[src/hdl/kuz_pkg.sv]
// Kuznyechik shared package: S-boxes, GF(2^8) multiply, L/inverse-L layers, controller commands.
// No dependencies.
`default_nettype none
package kuz_pkg;

    localparam int BlockWidth = 128;
    localparam int KeyWordWidth = 64;
    localparam int RoundKeyCountDefault = 10;
    localparam int AddrWidth = 5;

    localparam logic [1:0] RegKey0 = 2'd0;
    localparam logic [1:0] RegKey1 = 2'd1;
    localparam logic [1:0] RegKey2 = 2'd2;
    localparam logic [1:0] RegKey3 = 2'd3;

    localparam logic CmdEncrypt = 1'b0;
    localparam logic CmdDecrypt = 1'b1;

    typedef logic [BlockWidth-1:0] block_t;

    // controller -> datapath
    typedef struct packed {
        logic key_load;    // load key registers into expansion regs and round keys 0,1
        logic exp_step;    // one Feistel step of key expansion
        logic exp_store;   // store current a/b pair into round keys
        logic [3:0] exp_pair;
        logic [5:0] exp_const; // constant index 1..32
        logic blk_load;
        logic blk_round;   // one full round
        logic blk_final;   // final key xor into output register
        logic [3:0] rk_idx;
    } kuz_cmd_t;

    localparam logic [7:0] SBOX [256] = '{
        8'd252,8'd238,8'd221,8'd17,8'd207,8'd110,8'd49,8'd22,
        8'd251,8'd196,8'd250,8'd218,8'd35,8'd197,8'd4,8'd77,
        8'd233,8'd119,8'd240,8'd219,8'd147,8'd46,8'd153,8'd186,
        8'd23,8'd54,8'd241,8'd187,8'd20,8'd205,8'd95,8'd193,
        8'd249,8'd24,8'd101,8'd90,8'd226,8'd92,8'd239,8'd33,
        8'd129,8'd28,8'd60,8'd66,8'd139,8'd1,8'd142,8'd79,
        8'd5,8'd132,8'd2,8'd174,8'd227,8'd106,8'd143,8'd160,
        8'd6,8'd11,8'd237,8'd152,8'd127,8'd212,8'd211,8'd31,
        8'd235,8'd52,8'd44,8'd81,8'd234,8'd200,8'd72,8'd171,
        8'd242,8'd42,8'd104,8'd162,8'd253,8'd58,8'd206,8'd204,
        8'd181,8'd112,8'd14,8'd86,8'd8,8'd12,8'd118,8'd18,
        8'd191,8'd114,8'd19,8'd71,8'd156,8'd183,8'd93,8'd135,
        8'd21,8'd161,8'd150,8'd41,8'd16,8'd123,8'd154,8'd199,
        8'd243,8'd145,8'd120,8'd111,8'd157,8'd158,8'd178,8'd177,
        8'd50,8'd117,8'd25,8'd61,8'd255,8'd53,8'd138,8'd126,
        8'd109,8'd84,8'd198,8'd128,8'd195,8'd189,8'd13,8'd87,
        8'd223,8'd245,8'd36,8'd169,8'd62,8'd168,8'd67,8'd201,
        8'd215,8'd121,8'd214,8'd246,8'd124,8'd34,8'd185,8'd3,
        8'd224,8'd15,8'd236,8'd222,8'd122,8'd148,8'd176,8'd188,
        8'd220,8'd232,8'd40,8'd80,8'd78,8'd51,8'd10,8'd74,
        8'd167,8'd151,8'd96,8'd115,8'd30,8'd0,8'd98,8'd68,
        8'd26,8'd184,8'd56,8'd130,8'd100,8'd159,8'd38,8'd65,
        8'd173,8'd69,8'd70,8'd146,8'd39,8'd94,8'd85,8'd47,
        8'd140,8'd163,8'd165,8'd125,8'd105,8'd213,8'd149,8'd59,
        8'd7,8'd88,8'd179,8'd64,8'd134,8'd172,8'd29,8'd247,
        8'd48,8'd55,8'd107,8'd228,8'd136,8'd217,8'd231,8'd137,
        8'd225,8'd27,8'd131,8'd73,8'd76,8'd63,8'd248,8'd254,
        8'd141,8'd83,8'd170,8'd144,8'd202,8'd216,8'd133,8'd97,
        8'd32,8'd113,8'd103,8'd164,8'd45,8'd43,8'd9,8'd91,
        8'd203,8'd155,8'd37,8'd208,8'd190,8'd229,8'd108,8'd82,
        8'd89,8'd166,8'd116,8'd210,8'd230,8'd244,8'd180,8'd192,
        8'd209,8'd102,8'd175,8'd194,8'd57,8'd75,8'd99,8'd182
    };

    localparam logic [7:0] LCOEF [16] = '{
        8'd148,8'd32,8'd133,8'd16,8'd194,8'd192,8'd1,8'd251,
        8'd1,8'd192,8'd194,8'd16,8'd133,8'd32,8'd148,8'd1
    };

    function automatic logic [7:0] sbox_inv(input logic [7:0] x);
        logic [7:0] r;
        r = 8'd0;
        for (int j = 0; j < 256; j++) begin
            if (SBOX[j] == x) r = 8'(j);
        end
        return r;
    endfunction

    function automatic logic [7:0] gf_mul(input logic [7:0] a, input logic [7:0] b);
        logic [7:0] p;
        logic [7:0] aa;
        p = 8'd0;
        aa = a;
        for (int i = 0; i < 8; i++) begin
            if (b[i]) p = p ^ aa;
            aa = aa[7] ? ((aa << 1) ^ 8'hC3) : (aa << 1);
        end
        return p;
    endfunction

    // byte i of the block (byte 0 most significant)
    function automatic logic [7:0] byte_at(input block_t v, input int i);
        return v[BlockWidth-1-8*i -: 8];
    endfunction

    function automatic logic [7:0] lin_sum(input block_t v);
        logic [7:0] acc;
        acc = 8'd0;
        for (int i = 0; i < 16; i++) acc = acc ^ gf_mul(LCOEF[i], byte_at(v, i));
        return acc;
    endfunction

    // 16 shifts of the LFSR; each shift is linear so this flattens to an XOR network
    function automatic block_t lin_fwd(input block_t v);
        block_t w;
        w = v;
        for (int r = 0; r < 16; r++) w = {lin_sum(w), w[BlockWidth-1:8]};
        return w;
    endfunction

    function automatic block_t lin_inv(input block_t v);
        block_t w;
        w = v;
        for (int r = 0; r < 16; r++) begin
            w = {w[BlockWidth-9:0], w[BlockWidth-1 -: 8]};
            w[7:0] = lin_sum(w);
        end
        return w;
    endfunction

    function automatic block_t sub_fwd(input block_t v);
        block_t w;
        for (int i = 0; i < 16; i++) w[8*i +: 8] = SBOX[v[8*i +: 8]];
        return w;
    endfunction

    function automatic block_t sub_inv(input block_t v);
        block_t w;
        for (int i = 0; i < 16; i++) w[8*i +: 8] = sbox_inv(v[8*i +: 8]);
        return w;
    endfunction

endpackage
`default_nettype wire

[src/hdl/kuz_control.sv]
// Kuznyechik controller: key expansion sequencing and block round sequencing.
// Depends on kuz_pkg.
`default_nettype none
module kuz_control #(
    parameter int ROUND_KEY_COUNT = kuz_pkg::RoundKeyCountDefault
) (
    input  wire logic  clk,
    input  wire logic  rst_n,
    input  wire logic  rekey,
    input  wire logic  in_valid,
    input  wire logic  in_cmd,
    output logic       in_stall,
    output logic       out_valid,
    input  wire logic  out_stall,
    output kuz_pkg::kuz_cmd_t cmd
);
    import kuz_pkg::*;

    typedef enum logic [4:0] {
        ST_LOAD  = 5'b00001,
        ST_EXP   = 5'b00010,
        ST_IDLE  = 5'b00100,
        ST_RUN   = 5'b01000,
        ST_FIN   = 5'b10000
    } state_t;

    state_t state_reg, state_next;
    logic [4:0] step_reg, step_next;    // expansion step 0..31 / round counter
    logic dec_reg, dec_next;
    logic ov_reg, ov_next;
    logic pending_reg, pending_next;
    logic exp_store_q;
    logic [3:0] exp_pair_q;

    always_comb
    begin
        state_next = state_reg;
        step_next = step_reg;
        dec_next = dec_reg;
        ov_next = ov_reg;
        pending_next = pending_reg | rekey;
        cmd = '0;
        in_stall = 1'b1;
        if (ov_reg && !out_stall) ov_next = 1'b0;
        case (state_reg)
            ST_LOAD:
            begin
                cmd.key_load = 1'b1;
                pending_next = rekey;
                step_next = 5'd0;
                state_next = ST_EXP;
            end
            ST_EXP:
            begin
                cmd.exp_step = 1'b1;
                cmd.exp_const = {1'b0, step_reg} + 6'd1;
                step_next = step_reg + 5'd1;
                if (step_reg == 5'd31) state_next = ST_IDLE;
            end
            ST_IDLE:
            begin
                if (pending_reg) state_next = ST_LOAD;
                else begin
                    in_stall = 1'b0;
                    if (in_valid) begin
                        dec_next = in_cmd;
                        step_next = 5'd0;
                        state_next = ST_RUN;
                    end
                end
            end
            ST_RUN:
            begin
                cmd.blk_round = 1'b1;
                cmd.rk_idx = (dec_reg == CmdDecrypt) ? 4'(ROUND_KEY_COUNT - 1) - step_reg[3:0]
                                                     : step_reg[3:0];
                step_next = step_reg + 5'd1;
                if (step_reg == 5'(ROUND_KEY_COUNT - 2)) state_next = ST_FIN;
            end
            ST_FIN:
            begin
                cmd.rk_idx = (dec_reg == CmdDecrypt) ? 4'd0 : 4'(ROUND_KEY_COUNT - 1);
                if (!ov_reg || !out_stall) begin
                    cmd.blk_final = 1'b1;
                    ov_next = 1'b1;
                    state_next = ST_IDLE;
                end
            end
            default: state_next = ST_LOAD;
        endcase
        cmd.blk_load = (state_reg == ST_IDLE) && !pending_reg && in_valid;
        // a/b pair is stored after every eighth step, using the registers after that step
        cmd.exp_store = (state_reg == ST_EXP || state_reg == ST_IDLE) && exp_store_q;
        cmd.exp_pair = exp_pair_q;
    end

    always_ff @(posedge clk or negedge rst_n)
    begin
        if (!rst_n) begin
            state_reg <= ST_LOAD;
            step_reg <= 5'd0;
            dec_reg <= 1'b0;
            ov_reg <= 1'b0;
            pending_reg <= 1'b0;
            exp_store_q <= 1'b0;
            exp_pair_q <= 4'd0;
        end else begin
            state_reg <= state_next;
            step_reg <= step_next;
            dec_reg <= dec_next;
            ov_reg <= ov_next;
            pending_reg <= pending_next;
            exp_store_q <= (state_reg == ST_EXP) && (step_reg[2:0] == 3'd7);
            exp_pair_q <= {2'b00, step_reg[4:3]} + 4'd1;
        end
    end

    assign out_valid = ov_reg;
endmodule
`default_nettype wire

[config.mk]
export PLATFORM = sky130hd
export DESIGN_NAME = kuz_control
export DESIGN_NICKNAME = d
export VERILOG_FILES = /design/src/hdl/kuz_pkg.sv /design/src/hdl/kuz_control.sv
export SDC_FILE = /design/constraint.sdc
export NUM_CORES = 1
export LEC_CHECK = 0
export ABC_CLOCK_PERIOD_IN_PS = 2500
export BUFFER_PORTS_ARGS = -buffer_cell sky130_fd_sc_hd__buf_2
export CAP_MARGIN = 20
export CELL_PAD_IN_SITES_DETAIL_PLACEMENT = 1
export CELL_PAD_IN_SITES_GLOBAL_PLACEMENT = 2
export CORE_MARGIN = 4
export CORE_UTILIZATION = 33
export DETAILED_ROUTE_END_ITERATION = 7
export PLACE_DENSITY = 0.8
export SLEW_MARGIN = 20
export SYNTH_ARGS = -nofsm -noshare
export SYNTH_HDL_FRONTEND = slang
export SYNTH_SLANG_ARGS = --single-unit
[constraint.sdc]
create_clock -name clk -period 2.5 [get_ports clk]
set_input_delay 0.125 -clock clk [delete_from_list [all_inputs] [get_ports clk]]
set_output_delay 0.125 -clock clk [all_outputs]
set_load 0.01 [all_outputs]
Yosys cells after proc, flatten, opt, wreduce, memory -nomap -nowiden
Index checks and enable logic that the tools add are counted.
Widths: inputs -> output; s select.
Storage, ports and cells
  register bits: 17
  input bits: 6
  output and inout bits: 22
  logic and storage cells: 66
Cells by class
  $add $sub $neg: 4
  eq/ne operators: 14
  multiplexer cells: 24
  bitwise operators: 2
  reductions and logical operators: 15
Operators with widths (count)
  $mux 5: 7
  $pmux 5 s5: 1
  $pmux 5 s3: 1
  $mux 1: 11
  $eq 5x4->1 const B: 2
  $eq 5x5->1 const B: 2
  $ne 2x2->1 const B: 5
  $mux 4: 2
  $pmux 4 s2: 1
  $add 5x1->6 const B: 1
  $mux 6: 1
  $reduce_and 3->1: 2
  $add 5x1->5 const B: 1
  $eq 5x1->1 const B: 1
  $eq 5x2->1 const B: 1
  $eq 5x3->1 const B: 1
  $logic_and 1x1->1: 5
  $reduce_and 4->1: 1
  $sub 4x4->4 const A: 1
  $add 2x1->3 const B: 1
  $eq 3x3->1 const B: 1
  $logic_not 1->1: 3
  $ne 3x3->1 const B: 1
  $reduce_bool 3->1: 1
  4 further kinds: 5

Longest topological paths before layout
Gate-level depths: netlist of the first run.
  depth after elaboration: 5
  gate-level depth with buffers: 6
  depth with buffers taken out: 6

Least setup slack after synthesis of the first run
No wires, ideal clock.
  kind: register to register
  from: reg state_reg[1]
  to: reg dec_reg
  library setup time: 0.125 ns
  data arrival time: 1.510 ns
  data required time: 2.375 ns
  path slack: 0.865 ns
  cell stages (with the launch flop): 5
  buffers on the path: 0
  period minus slack after synthesis: 1.635 ns
  cells stage by stage: dfrtp_1 or3_1 or2_2 inv_2 mux2_2
On the way
  longest elaborated chain between the ends: 2
Ends and longest elaborated chain
  start, declared: RTL line kuz_control.sv:27  | state_t state_reg, state_next;
  start signal, assigned: RTL line kuz_control.sv:108  | state_reg <= state_next;
  $eq 5x3->1: RTL line kuz_control.sv:45  | case (state_reg)
  $reduce_and 3->1 (no line)
  end signal, assigned: RTL line kuz_control.sv:110  | dec_reg <= dec_next;
  end, declared: RTL line kuz_control.sv:29  | logic dec_reg, dec_next;
No other way between the ends.
A chain may end at the register's enable or synchronous reset.

Final worst setup path of the first run
  from: reg state_reg[1]
  to: out in_stall
On the way
  longest elaborated chain between the ends: 2
Ends and longest elaborated chain
  $eq 5x3->1: RTL line kuz_control.sv:45
  $mux 1: RTL line kuz_control.sv:45
  end, declared: RTL line kuz_control.sv:12  | output logic in_stall,
No other way between the ends.

==> results_dict.tcl, run 1 <==
set metrics [dict create \
    r2r_setup_slack_ps 610 \
    fmax_ghz 0.484 \
    avgSynthCellArea_um2 9.43 \
    stdcell_count 181 \
    yosysTopAreaCell "dfrtp_1" \
    h-tree-depth 1 \
    worstSkewPairLatency_ps 290 \
    finalSetupViolCount 0 \
    clockBufferDepth 2 \
    cts_buffers 3 \
    startpoint "state_reg[1]" \
    synthTopCellsByArea "dfrtp_1 (38%), ha_1 (8.4%), inv_1 (3.6%), xor2_1 (3.3%), nor2_1 (3.2%)" \
    area_delta_synth_final_pct 18.9 \
    crit_fanout 13 \
    antenna_found_initial 0 \
    synth_edf_count 0 \
    ys_seq_area_share_pct 40.7 \
    num_io_pins 28 \
    die_area_mm2 0.00414 \
    die_y_um 64.3 \
    worst_r2r_path_depth 4 \
    first_global_vias 895 \
    fin_crit_sh_pct 82.6 \
    ys_ff_latch 17 \
    hp-start "rekey" \
    clock-root-buffer "clkbuf_4" \
    holdPathStages 2 \
    diodes 0 \
    first_pass_iters 4 \
    die_w_um 64.3 \
    portBuffers 26 \
    crit_path_end_kind "output pin" \
    clkTransAtPathRegs_ps 110 \
    hold_viol_final 0 \
    cts_tree "yes" \
    critPathLaunchType "flip-flop" \
    fp-row-count 20 \
    detail-route-antenna-nets 0 \
    max_cap_viol_count 0 \
    cts_resized 0 \
    r2r_end "dec_reg" \
    track_usage_pct 13.3 \
    drt_iter0_markers 16 \
    wirelength_um 2560 \
    syn-num-nets 124 \
    yosys_warnings 0 \
    finalMaxSlewViolations 0 \
    holdWs_ps 1.16 \
    clkSinkCount 17 \
    irDropWorstVdd_uv 409 \
    synthArstFlopShare_pct 100 \
    grt_max_degree 18 \
    vias 880 \
    grt-ovfl-total 0 \
    r2r_start "state_reg[1]" \
    leakagePower_nw 0.670 \
    min_to "pending_reg" \
    hp-class "input port to flip-flop" \
    crit_required_ps 2380 \
    cts_setup_buffers 0 \
    drive_gt1_share_pct 25.5 \
    num-fill-cells 392 \
    p_per_area_mw_per_mm2 770 \
    grt_pass1_wl_um 4330 \
    layout_common_cells "buf_2 (26), dfrtp_1 (16), inv_1 (10)" \
    syn_inst 111 \
    mostFrequentLayoutCell "buf_2" \
    placed_cells 176 \
    final_nets 151 \
    drc 0 \
    wl_per_cell_um 14.1 \
    status "finished clean" \
    fin_setup_tns_ps 0 \
    routabilityCongestion 0.781 \
    core_mm2 0.00305 \
    rsz0062_at_grt "no" \
    synth-main-ff-cell "dfrtp_1" \
    yosysTopAreaCellShare_pct 38.2 \
    via_per_inst 4.86 \
    synth_area_mm2 0.00105 \
    ys_types 38 \
    fin_worst_skew_ps 3.27 \
    dpl.hpwl_um 2030 \
    cp_data_arrival_time_ps 1940 \
    initial_utilization_pct 34.3 \
    critical_path_class "flip-flop to output pin" \
    period_needed_ps 2070 \
]
## cell type report
type	count	area, um^2	share of cell area (%)
Tap cell	44	55.1	4.42
Sequential cell	17	427	34.3
Clock buffer	3	22.5	1.81
Multi-Input combinational cell	78	554	44.5
Inverter	11	41.3	3.32
Timing Repair Buffer	27	140	11.3
Clock inverter	1	5.00	0.402
## metrics by stage
stage	instance area, um^2	setup slack (ps)	power (mW)	utilization, %
final	1240	434	0.959	40.8
after floorplan	1050	865	0.686	-
after global placement	1210	684	0.797	39.5
after detailed placement	1210	618	0.810	39.5
after CTS	1240	431	0.965	40.8
after global routing	1240	232	1.05	40.8
## how the worst max path moves through the flow
stage | cells after the start | end
2_1_floorplan | 4 | dec_reg
3_3_place_gp | 4 | dec_reg
3_5_place_dp | 4 | dec_reg
4_1_cts | 3 | in_stall
5_1_grt | 4 | cmd[3]
6_report | 3 | in_stall
## logic make-up after synthesis
group | count (synthesis) | share of synthesized area [%]
simple gates | 40 | 22.1
compound gates | 24 | 16.7
flops | 17 | 40.7
buf+inv | 16 | 6.33
fa+ha+maj | 7 | 8.36
xor+xnor | 4 | 3.34
mux | 2 | 2.03
other cells | 1 | 0.358
## synth_stat cells (4+ instances only)
library cell   n
o211ai_1       4
and2_1         5
nor2_1         9
nand3_1        6
ha_1           7
inv_1         10
xor2_1         4
nand2_1        4
dfrtp_1       16
## power by group
group	internal, mW	switching, mW	total (mW)
clock network	0.0595	0.0960	0.155
registers	0.325	0.0918	0.417
logic	0.166	0.220	0.386
total	0.551	0.408	0.959
## per-layer routing
layer | wire length (um) | share of wire [%] | global-route usage (%)
met1 | 1230 | 48 | 16.6
met3 | 110 | 4.3 | 2.99
met4 | 19 | 0.74 | 3.96
met5 | 0 | 0 | 0
met2 | 1210 | 47 | 22.8
## repair_timing
| item | 4_1_cts | 5_1_grt |
|---|---|---|
| hold buffers | 1 | 0 |
| hold endpoints to repair | 16 | 0 |
| endpoints found under the setup margin | 0 | 0 |
## worst max-delay path: stages, from the launching register on
cell and delay [ps]:
dfrtp_1 540, or3_1 440, or4b_4 510, buf_2 160
Power figures use the tool's default switching activity.
==> inputs of run 2 (changes only) <==
Settings changed: ABC_AREA set to 1, ABC_CLOCK_PERIOD_IN_PS 2500 to 1900, CORE_UTILIZATION 33 to 26, PLACE_DENSITY 0.8 to 0.72.
Clock period 2.5 ns to 1.9 ns, I/O delays scaled along.
==> run 2 against run 1 <==
  * Synthesized cell count is 23% higher
  * Worst setup slack worse by 230 ps
  * Core utilization is 6.7 points lower
  * Die area is 23% higher
  * Critical endpoint is now cmd[11]
  * Sequential share of layout area is 1.0 points lower
  * Hold slack better by 32 ps
  * Area after synthesis is 0.12% lower
  * Critical path depth is 4 higher
  * Largest power group is now combinational logic
  * First-iteration DRC count is 13% lower
==> results_dict.tcl, run 2 <==
set metrics [dict create \
    status "finished clean" \
    dpl.hpwl_um 2310 \
    syn-num-nets 149 \
    grt_pass1_wl_um 5000 \
    synth-compound-area-share_pct 4.55 \
    synth_area_mm2 0.00105 \
    clock-root-buffer "clkbuf_8" \
    seqPwrFrac_pct 37.7 \
    clkSinkCount 17 \
    fin_crit_sh_pct 89.4 \
    fin_worst_skew_ps 4.81 \
    yosys_warnings 0 \
    worstSkewPairLatency_ps 250 \
    via_per_inst 4.45 \
    diodes 0 \
    ys_types 24 \
    holdWs_ps 32.9 \
    irDropWorstVdd_uv 383 \
    wl_per_cell_um 13.4 \
    routabilityCongestion 0.783 \
    synth_edf_count 0 \
    area_delta_synth_final_pct 22.7 \
    die_area_mm2 0.00510 \
    max_cap_viol_count 0 \
    cts_buffers 3 \
    num-fill-cells 475 \
    ys_ff_latch 17 \
    avgSynthCellArea_um2 7.69 \
    p_per_area_mw_per_mm2 1130 \
    synth_top_family_by_area "simple AND/OR/NAND/NOR gates" \
    vias 952 \
    p_total_mw 1.44 \
    register_area_um2 427 \
    synthXorXnorAreaFrac_pct 1.67 \
    crit_required_ps 1800 \
    fin_setup_tns_ps 0 \
    rsz0062_at_grt "no" \
    clkTransAtPathRegs_ps 70 \
    die_w_um 71.4 \
    mostFrequentLayoutCell "nand2_1" \
    multi_input_area_um2 517 \
    grt-ovfl-total 0 \
    yosys-top-cells-count "nand2_1 (42), inv_1 (20), dfrtp_1 (16), nor2_1 (16), ha_1 (7)" \
    power.switching_mw 0.656 \
    finalMaxSlewViolations 0 \
    num_io_pins 28 \
    grt_max_degree 18 \
    synthAdderAreaFrac_pct 8.37 \
    crit_fanout 7 \
    critPathLaunchType "flip-flop" \
    yosysTopAreaCell "dfrtp_1" \
    period_needed_ps 1700 \
    cp_data_arrival_time_ps 1600 \
    syn_inst 136 \
    fmax_ghz 0.588 \
    cts_tree "yes" \
    finalSetupViolCount 0 \
    detail-route-antenna-nets 0 \
    portBuffers 26 \
    p_clk_share_pct 19.4 \
    die_y_um 71.4 \
    antenna_found_initial 0 \
    first_pass_iters 2 \
    synthTopCellsByArea "dfrtp_1 (38%), nand2_1 (15%), ha_1 (8.4%), inv_1 (7.2%), nor2_4 (6.5%)" \
    core_mm2 0.00377 \
    h-tree-depth 1 \
    initial_utilization_pct 27.7 \
    p_comb_share_pct 42.9 \
    critical_path_class "flip-flop to output pin" \
    swShare_pct 45.4 \
    fp-row-count 22 \
    track_usage_pct 12.4 \
    synthMuxAreaShare_pct 0 \
    synthSimpleGateAreaFrac_pct 34.4 \
    yosysTopAreaCellShare_pct 38.3 \
    drc 0 \
    crit_path_end_kind "output pin" \
    hold_viol_final 0 \
    ys_seq_area_share_pct 40.8 \
    wirelength_um 2860 \
    first_global_vias 1056 \
    synthMostInstantiatedCell "nand2_1" \
    synth-main-ff-cell "dfrtp_1" \
    hp-class "input port to flip-flop" \
    layout_common_cells "nand2_1 (42), buf_2 (26), inv_1 (20)" \
    drive_gt1_share_pct 28.3 \
    clockBufferDepth 2 \
    p_int_mw 0.789 \
    final_nets 180 \
    leakagePower_nw 0.721 \
    synthArstFlopShare_pct 100 \
    drt_iter0_markers 14 \
]
==> run 2: changes by cell type after synthesis, sizes merged, moves of 3 or more <==
cell    change
and2        -5
a32o        -3
inv        +13
nor2       +15
and3b       -3
nand2      +40
o211ai      -4
a31oi       -3
==> run 2: area by class of cell <==
cell class                      instances  share of cell area (%)
Timing Repair Buffer                   27                    10.9
Inverter                               25                    7.41
Clock buffer                            4                    3.51
Tap cell                               48                    4.68
Multi-Input combinational cell         93                    40.3
Sequential cell                        17                    33.2
==> run 2: power by group through the flow <==
stage	clock [mW]	sequential (mW)	combinational, mW
6_report	0.279	0.545	0.620
5_1_grt	0.307	0.556	0.715
4_1_cts	0.286	0.544	0.641
3_5_place_dp	0	0.550	0.637
3_3_place_gp	0	0.542	0.613
2_1_floorplan	0	0.526	0.450
==> run 2: worst max-delay path, cell delays in order (launching register included) <==
cell and delay [ps]:
dfrtp_1 450, ha_1 240, nand2_1 70, nor2_1 50, ha_1 290, inv_1 40
nor2_1 80, buf_2 130
==> run 2: timing repair <==
item,in CTS,in global routing
hold buffers,1,0
buffers inserted,0,0
gates resized for setup,0,0
hold endpoints to repair,16,0
==> run 2: stage by stage <==
step                setup WS [ps]  cells  util, %  cell area [um^2]
floorplan                     592    136        -              1050
global placement              505    209     32.6              1230
detailed placement            467    209     32.6              1230
CTS                           183    214     34.0              1280
global route                 65.1    214     34.0              1280
finish                        201    214     34.0              1280
==> run 2: cell families (layout without fill, tap and decap cells) <==
family | count (synthesis) | in the layout
AND/OR/NAND/NOR | 76 | 76
buffers and inverters | 26 | 56
AO/OA/AOI/OAI | 7 | 7
flip-flops | 17 | 17
XOR/XNOR | 2 | 2
adder cells (fa/ha/maj) | 7 | 7
other | 1 | 1
==> run 2: final timing paths <==
kind	cells past startpoint	end	slack, ps	startpoint
setup / recovery	7	cmd[11]	200	step_reg[0]
setup reg to reg	10	state_reg[2]	440	step_reg[0]
min in group asynchronous	2	dec_reg	300	rst_n
hold / removal	3	dec_reg	30	in_cmd
hold reg to reg	2	out_valid	510	out_valid
max in group asynchronous	2	state_reg[0]	1280	rst_n
==> run 2: metal layers <==
metal | global-route usage [%] | vias to the layer above | wire length (um)
met5 | 0 | - | 0
met3 | 3.09 | 6 | 133
met2 | 23.1 | 17 | 1520
met1 | 13.4 | 461 | 1160
li1 | - | 468 | -
met4 | 4.80 | 0 | 50
